### src/sv/hfcc_pkg.sv
// Package for the humidity frame CRC/convert block: status codes, CRC-8 step
// and the scaling constants. No dependencies.
package hfcc_pkg;

	// Result status codes
	typedef enum logic [1:0] {
		STAT_OK   = 2'd0,
		STAT_CRC  = 2'd1,
		STAT_COMM = 2'd2
	} status_t;

	// Frame layout: byte positions
	localparam logic [2:0] IDX_T_HI  = 3'd0;
	localparam logic [2:0] IDX_T_LO  = 3'd1;
	localparam logic [2:0] IDX_T_CRC = 3'd2;
	localparam logic [2:0] IDX_H_HI  = 3'd3;
	localparam logic [2:0] IDX_H_LO  = 3'd4;
	localparam logic [2:0] IDX_H_CRC = 3'd5;

	// CRC-8, x^8+x^5+x^4+1, init 0xFF, MSB first
	localparam logic [7:0] CRC_POLY = 8'h31;
	localparam logic [7:0] CRC_INIT = 8'hFF;

	// Scaling
	localparam logic [14:0] TEMP_SPAN   = 15'd17500;
	localparam logic [13:0] HUMID_SPAN  = 14'd10000;
	localparam logic [14:0] TEMP_OFFSET = 15'd4500;
	localparam logic [16:0] FULL_SCALE  = 17'd65535;

	// Width of the scaled products
	localparam int TPROD_W = 31;
	localparam int HPROD_W = 30;

	// One CRC byte update, eight shift steps on an 8-bit value
	function automatic logic [7:0] crc8_feed(input logic [7:0] crc, input logic [7:0] data);
		logic [7:0] c;
		c = crc ^ data;
		for (int b = 0; b < 8; b++) begin
			if (c[7]) begin
				c = {c[6:0], 1'b0} ^ CRC_POLY;
			end else begin
				c = {c[6:0], 1'b0};
			end
		end
		return c;
	endfunction

endpackage

### src/sv/humidity_frame_crc_convert_top.sv
// Humidity/temperature reply frame checker and converter, top level.
// Depends on hfcc_pkg (status codes, CRC step, scaling constants).
//
// The block takes one reply byte per input beat, one beat per cycle while in_ready
// is high: temperature word (big-endian), its CRC-8, humidity word, its CRC-8. The
// sixth byte, or any beat with addr_nak set, produces one result beat once through
// the stages below: status and the converted values in hundredths, zero unless status
// is OK. Other bytes produce no result. Three registered stages follow the frame
// state: captured words, constant products, then the divide by 65535 (one
// correction step) and the offset. Each stage has its own ready, so bubbles are
// squeezed out and input keeps flowing while a result waits at the output.
module humidity_frame_crc_convert_top
	import hfcc_pkg::*;
(
	input  logic               clk,
	input  logic               arst_n,
	input  logic               in_valid,
	output logic               in_ready,
	input  logic [7:0]         rx_byte,
	input  logic               addr_nak,
	output logic               out_valid,
	input  logic               out_ready,
	output logic [1:0]         status,
	output logic signed [14:0] temperature_centi,
	output logic [13:0]        humidity_centi
);

	// Frame state
	logic [2:0]  byte_index_q;
	logic [7:0]  running_crc_q;
	logic [15:0] temp_word_q;
	logic [15:0] humid_word_q;
	logic        crc_failed_q;

	// Pipeline
	logic                 v_s1, v_s2, v_s3;
	logic                 rdy_s1, rdy_s2, rdy_s3;
	status_t              stat_s1, stat_s2, stat_s3;
	logic [15:0]          tword_s1, hword_s1;
	logic [TPROD_W-1:0]   tprod_s2;
	logic [HPROD_W-1:0]   hprod_s2;
	logic signed [14:0]   temp_s3;
	logic [13:0]          humid_s3;

	logic       in_fire;
	logic [2:0] idx;
	logic       emit;
	logic       crc_bad;
	logic [7:0] crc_next;

	// Per-stage ready
	assign rdy_s3   = !v_s3 || out_ready;
	assign rdy_s2   = !v_s2 || rdy_s3;
	assign rdy_s1   = !v_s1 || rdy_s2;
	assign in_ready = rdy_s1;
	assign in_fire  = in_valid && in_ready;

	// Out-of-range index restarts the frame
	assign idx      = (byte_index_q > IDX_H_CRC) ? IDX_T_HI : byte_index_q;
	assign crc_next = crc8_feed(running_crc_q, rx_byte);
	assign crc_bad  = crc_failed_q || (running_crc_q != rx_byte);
	assign emit     = addr_nak || (idx == IDX_H_CRC);

	// Frame state update per accepted byte
	always_ff @(posedge clk or negedge arst_n) begin
		if (!arst_n) begin
			byte_index_q  <= IDX_T_HI;
			running_crc_q <= CRC_INIT;
			temp_word_q   <= '0;
			humid_word_q  <= '0;
			crc_failed_q  <= 1'b0;
		end else if (in_fire) begin
			if (addr_nak || idx == IDX_H_CRC) begin
				if (!addr_nak) begin
					humid_word_q <= humid_word_q;
				end
				byte_index_q  <= IDX_T_HI;
				running_crc_q <= CRC_INIT;
				crc_failed_q  <= 1'b0;
			end else begin
				byte_index_q <= idx + 3'd1;
				case (idx)
					IDX_T_HI: begin
						temp_word_q[15:8] <= rx_byte;
						running_crc_q     <= crc_next;
					end
					IDX_T_LO: begin
						temp_word_q[7:0] <= rx_byte;
						running_crc_q    <= crc_next;
					end
					IDX_H_HI: begin
						humid_word_q[15:8] <= rx_byte;
						running_crc_q      <= crc_next;
					end
					IDX_H_LO: begin
						humid_word_q[7:0] <= rx_byte;
						running_crc_q     <= crc_next;
					end
					default: begin
						// temperature check byte
						crc_failed_q  <= crc_bad;
						running_crc_q <= CRC_INIT;
					end
				endcase
			end
		end
	end

	// Valid bits
	always_ff @(posedge clk or negedge arst_n) begin
		if (!arst_n) begin
			v_s1 <= 1'b0;
			v_s2 <= 1'b0;
			v_s3 <= 1'b0;
		end else begin
			if (rdy_s1) v_s1 <= in_fire && emit;
			if (rdy_s2) v_s2 <= v_s1;
			if (rdy_s3) v_s3 <= v_s2;
		end
	end

	// s1: final status and raw words
	always_ff @(posedge clk) begin
		if (in_fire && emit) begin
			if (addr_nak) begin
				stat_s1 <= STAT_COMM;
			end else if (crc_bad) begin
				stat_s1 <= STAT_CRC;
			end else begin
				stat_s1 <= STAT_OK;
			end
			tword_s1 <= temp_word_q;
			hword_s1 <= humid_word_q;
		end
	end

	// s2: constant products, operands widened to the product width
	always_ff @(posedge clk) begin
		if (v_s1 && rdy_s2) begin
			stat_s2  <= stat_s1;
			tprod_s2 <= TPROD_W'(TEMP_SPAN) * TPROD_W'(tword_s1);
			hprod_s2 <= HPROD_W'(HUMID_SPAN) * HPROD_W'(hword_s1);
		end
	end

	// s3: divide by 65535 as x = q*65536 + low = q*65535 + (q + low),
	// one correction since q + low < 2*65535
	logic [14:0] tq0;
	logic [13:0] hq0;
	logic [16:0] trem, hrem;
	logic [14:0] tq;
	logic [13:0] hq;

	assign tq0  = tprod_s2[TPROD_W-1:16];
	assign hq0  = hprod_s2[HPROD_W-1:16];
	assign trem = {1'b0, tprod_s2[15:0]} + {2'b0, tq0};
	assign hrem = {1'b0, hprod_s2[15:0]} + {3'b0, hq0};
	assign tq   = tq0 + ((trem >= FULL_SCALE) ? 15'd1 : 15'd0);
	assign hq   = hq0 + ((hrem >= FULL_SCALE) ? 14'd1 : 14'd0);

	always_ff @(posedge clk) begin
		if (v_s2 && rdy_s3) begin
			stat_s3 <= stat_s2;
			if (stat_s2 == STAT_OK) begin
				temp_s3  <= $signed(tq - TEMP_OFFSET);
				humid_s3 <= hq;
			end else begin
				temp_s3  <= '0;
				humid_s3 <= '0;
			end
		end
	end

	// Result beat
	assign out_valid         = v_s3;
	assign status            = stat_s3;
	assign temperature_centi = temp_s3;
	assign humidity_centi    = humid_s3;

	// Checks
	a_idx_range: assert property (@(posedge clk) disable iff (!arst_n)
		byte_index_q <= IDX_H_CRC)
		else $error("byte index out of frame range");

	a_nak_restart: assert property (@(posedge clk) disable iff (!arst_n)
		(in_fire && addr_nak) |=> (byte_index_q == IDX_T_HI && running_crc_q == CRC_INIT
			&& !crc_failed_q))
		else $error("abort did not restart frame");

	a_fail_zero: assert property (@(posedge clk) disable iff (!arst_n)
		(out_valid && stat_s3 != STAT_OK) |-> (temperature_centi == 0 && humidity_centi == 0))
		else $error("values not zeroed on failed frame");

	a_ok_range: assert property (@(posedge clk) disable iff (!arst_n)
		(out_valid && stat_s3 == STAT_OK) |-> (humidity_centi <= 14'd10000
			&& temperature_centi >= -15'sd4500 && temperature_centi <= 15'sd13000))
		else $error("converted value out of range");

	a_nak_result: assert property (@(posedge clk) disable iff (!arst_n)
		(in_fire && addr_nak) |=> (v_s1 && stat_s1 == STAT_COMM))
		else $error("abort did not launch a failure result");

endmodule

### config.mk
export PLATFORM = sky130hd
export DESIGN_NAME = humidity_frame_crc_convert_top
export DESIGN_NICKNAME = d
export VERILOG_FILES = /design/src/sv/hfcc_pkg.sv /design/src/sv/humidity_frame_crc_convert_top.sv
export SDC_FILE = /design/constraint.sdc
export NUM_CORES = 1
export LEC_CHECK = 0
export BUFFER_PORTS_ARGS = -buffer_cell sky130_fd_sc_hd__buf_2
export CORE_ASPECT_RATIO = 1.2
export CORE_MARGIN = 2
export CORE_UTILIZATION = 53
export DETAILED_ROUTE_END_ITERATION = 10
export PLACE_DENSITY = 0.73
export SYNTH_ARGS = -nofsm -noshare
export SYNTH_HDL_FRONTEND = slang
export SYNTH_SLANG_ARGS = --single-unit
export TNS_END_PERCENT = 100
### constraint.sdc
create_clock -name clk -period 4.5 [get_ports clk]
set_input_delay 0.45 -clock clk [delete_from_list [all_inputs] [get_ports clk]]
set_output_delay 0.45 -clock clk [all_outputs]
set_load 0.01 [all_outputs]
==> Implementation_results.wiki <==
{| class="wikitable"
! Metric !! Value
|-
| Most crowded layer after global routing || met2
|-
| Row count || 63
|-
| Cell with the largest stage delay on the worst path || fa_1
|-
| Minimum period implied by the final worst setup slack || 5.01 ns
|-
| Clock tree skew after final layout || 0.0145 ns
|-
| #FFs+latches synth || 169
|-
| Growth of design area from synthesis to finish || 22.8%
|-
| Number of distinct library cells after synthesis || 66
|-
| Headroom to the max-slew limit || 0.304
|-
| Yosys warning count || 0
|-
| Initial antenna violation count || 0
|-
| HPWL Detailed || 20.1 mm
|-
| Setup repair after global routing missed its margin || true
|-
| Final-report max-slew violation count || 0
|-
| DRC violation count after routing || 0
|-
| Syn Nets || 1486
|-
| Count of clock tree sinks || 169
|-
| GRT Residual Overflow || 0
|-
| Worst slack at placement || -0.454 ns
|-
| CP dominant cell by count || inv_2
|-
| Total Nets Final || 1680
|-
| Layout cell share with drive strength beyond 1 || 0.260
|-
| Number of endpoints failing setup at the final stage || 9
|-
| Buffers added on ports || 45
|-
| Antenna-violating nets left || 0
|-
| Setup slack after layout || -0.514 ns
|-
| Detailed Routing Iterations Pass 1 || 4
|-
| Count of final hold-check violations || 0
|-
| Clock Tree Buf Depth || 2
|-
| Cell count after synthesis || 1192
|-
| Max-capacitance violation count || 0
|-
| CTS tree || yes
|-
| Post-synth EDFFs || 122
|-
| Clock slew seen by the registers of the worst setup and hold paths || 0.07 ns
|-
| Part of the Yosys area used for sequential elements || 0.367
|-
| Count of vias placed by the detailed router || 9048
|-
| Floorplan core area || 0.0246 mm^2
|-
| Peak clock frequency supported by timing || 0.199 GHz
|-
| Area of the multi-input gates || 0.00826 mm^2
|-
| Critical-path maximum fanout || 2
|-
| Die boundary width || 148 um
|-
| Worst setup path category || reg2reg
|-
| TritonCTS Buffers || 17
|-
| Total Wirelength || 27.3 mm
|-
| Clock latency of the later-clocked register in the worst-skew pair || 0.43 ns
|-
| Worst-Margin Slew || 1.04 ns
|-
| List of cells traversed by the critical path || inv_2, fa_1, inv_2, ha_4, inv_2, fa_1, inv_1, ha_1, inv_2, fa_1, inv_2, ha_4, o21a_1, o21a_1, a2111oi_4, o31a_2, o21ai_2, or4b_1, a31oi_1, xnor2_1
|-
| Area used by sequential logic in the layout || 0.00485 mm^2
|-
| Clock root cell || clkbuf_16
|-
| Wire length of the first global-routing pass || 42.6 mm
|-
| Maximum number of pins on one net before global-route repair || 58
|-
| Die outline height || 177 um
|-
| Met1 global-route usage || 0.254
|-
| Antenna diode count || 0
|-
| Highest cell delay on the worst timing path || 0.56 ns
|-
| Tcrit/Tclk final || 1.11
|-
| Outcome || finished with violations
|-
| WL/cell || 15.8 um
|-
| Kind of capture point of the worst setup path || flop
|-
| # H-tree levels || 4
|-
| Number of placed I/O pins || 46
|-
| Startpoint type of the worst setup path || flop
|-
| Vias in the first global route || 9188
|-
| GRT met3 Usage || 0.0250
|-
| GPL Wtd Cong || 0.882
|-
| Required time at the worst-slack endpoint || 4.67 ns
|-
| Iteration-0 DRC Markers || 366
|-
| Met2 track utilization from global routing || 0.355
|-
| Effective utilization at floorplan || 0.537
|-
| Path category of the worst min-delay check || in2async
|-
| Filler instances || 1781
|-
| Cell Area, Synth || 0.0132 mm^2
|-
| GRT Util Overall || 0.203
|-
| Arrival time reported for the critical path endpoint || 5.19 ns
|-
| Die area || 0.0262 mm^2
|-
| Via-per-instance ratio || 5.25
|-
| Ys async rst share || 0.278
|-
| Mean instance size in the synthesized netlist || 11.1 um^2
|-
| Failing checks || setup timing
|-
| Predominant post-synthesis flop cell || edfxtp_1
|}
[cell families (layout without fill, tap and decap cells)]
family                     after synthesis  in the layout  share of synthesized area
and+or+nand+nor                        212            212                     0.0785
muxes                                   33             33                     0.0281
DFF                                    169            169                      0.367
AOI/OAI and AO/OA                      185            185                     0.0930
buffers and inverters                  229            436                     0.0651
adders and majority gates              281            281                      0.313
xor gates and xnor gates                83             83                     0.0551
[metrics by stage]
stage	hold WS [ns]	cells	utilization	cell area (um^2)	setup TNS, ns
2_1_floorplan	0.154	1192	-	13200	-0.450
3_3_place_gp	0.425	1668	0.598	14700	-1.88
3_5_place_dp	0.426	1668	0.598	14700	-2.93
4_1_cts	0.243	1712	0.636	15700	-1.51
5_1_grt	0.261	1724	0.659	16200	-4.04
6_report	0.215	1724	0.659	16200	-1.67
[sequential cells by signal, summed over array words and instances (netlist names)]
signal and flops:
byte_index_q 3, crc_failed_q 1, hprod_s2 26, humid_word_q 16, humidity_centi 14, hword_s1 16, out_valid 1, running_crc_q 8
stat_s1 2, stat_s2 2, status 2, temp_word_q 16, temperature_centi 15, tprod_s2 29, tword_s1 16, v_s1 1
v_s2 1
[synth_stat cells, drive strengths merged (12+ instances only)]
master | n | area (um^2)
edfxtp | 122 | 3660
xnor2 | 61 | 534
a21o | 12 | 90.1
inv | 219 | 822
ha | 199 | 2490
fa | 82 | 1640
and2 | 15 | 93.8
nand3 | 21 | 105
o21ai | 35 | 179
o21a | 15 | 113
dfrtp | 39 | 976
xor2 | 22 | 193
nand2 | 43 | 161
mux2 | 33 | 372
nor2 | 67 | 251
a21oi | 56 | 284
[path summary, 6_finish.rpt]
path | startpoint | endpoint | slack [ns] | depth (start not counted)
worst max-delay path | hword_s1[4]$_DFFE_PP_ | hprod_s2[29]$_DFFE_PP_ | -0.51 | 20
worst min-delay path | arst_n | byte_index_q[0]$_DFFE_PN0P_ | 0.21 | 1
worst max register to register | hword_s1[4]$_DFFE_PP_ | hprod_s2[29]$_DFFE_PP_ | -0.51 | 20
worst min register to register | humid_word_q[6]$_DFFE_PN0P_ | hword_s1[6]$_DFFE_PP_ | 0.44 | 0
max in group asynchronous | arst_n | temp_word_q[12]$_DFFE_PN0P_ | 3.65 | 1
min in group clk | addr_nak | stat_s1[1]$_SDFFCE_PP1P_ | 0.27 | 1
[metal layers]
metal,vias up,routed length [um],share of wire
met4,0,767,0.028
li1,4472,-,-
met5,-,0,0
met2,150,14000,0.51
met3,54,574,0.021
met1,4372,12000,0.44
[repair_timing]
item                                   in CTS  in global routing
hold buffers                                0                  0
setup endpoints to repair                  20                 25
endpoints found under the hold margin       0                  0
setup buffers                              12                 13
pin swaps                                  29                 75
gates resized for setup                    47                 83
[cell usage in the layout, fill, tap and decap left out, types with 5 or more instances in the layout]
cell type / count
a211oi_1: 8
a21o_1: 12
a21oi_1: 42
a21oi_2: 10
and2_1: 13
buf_2: 45
buf_4: 134
buf_6: 6
clkbuf_16: 18
dfrtp_1: 39
dfstp_2: 8
edfxtp_1: 122
fa_1: 79
ha_1: 163
ha_4: 33
inv_1: 200
inv_2: 19
mux2_1: 15
mux2_2: 18
nand2_1: 41
nand2b_1: 11
nand3_1: 20
nand4_1: 8
nor2_1: 63
nor2b_1: 6
nor3_1: 9
o21a_1: 14
o21ai_0: 14
o21ai_1: 17
o21bai_1: 6
o31ai_1: 5
or3_1: 8
xnor2_1: 60
xor2_1: 22
[final cells by class]
| class | count | area share |
|---|---|---|
| Sequential cell | 169 | 0.299 |
| Tap cell | 325 | 0.0251 |
| Timing Repair Buffer | 185 | 0.0801 |
| Clock inverter | 12 | 0.00625 |
| Multi-Input combinational cell | 794 | 0.510 |
| Inverter | 219 | 0.0507 |
| Clock buffer | 20 | 0.0287 |
[critical path: cells and delay by family (launching register included)]
kind                     cells  cell delay (ns)
buffers and inverters        6             0.28
flip-flops                   1             0.37
AND/OR/NAND/NOR              1             0.48
AO/OA/AOI/OAI                6             1.15
XOR/XNOR                     1             0.11
adder cells (fa/ha/maj)      6             2.39
Power is left out: the tool's default activity adds up to more than one toggle a clock period on the data nets, which glitch-free logic cannot reach.
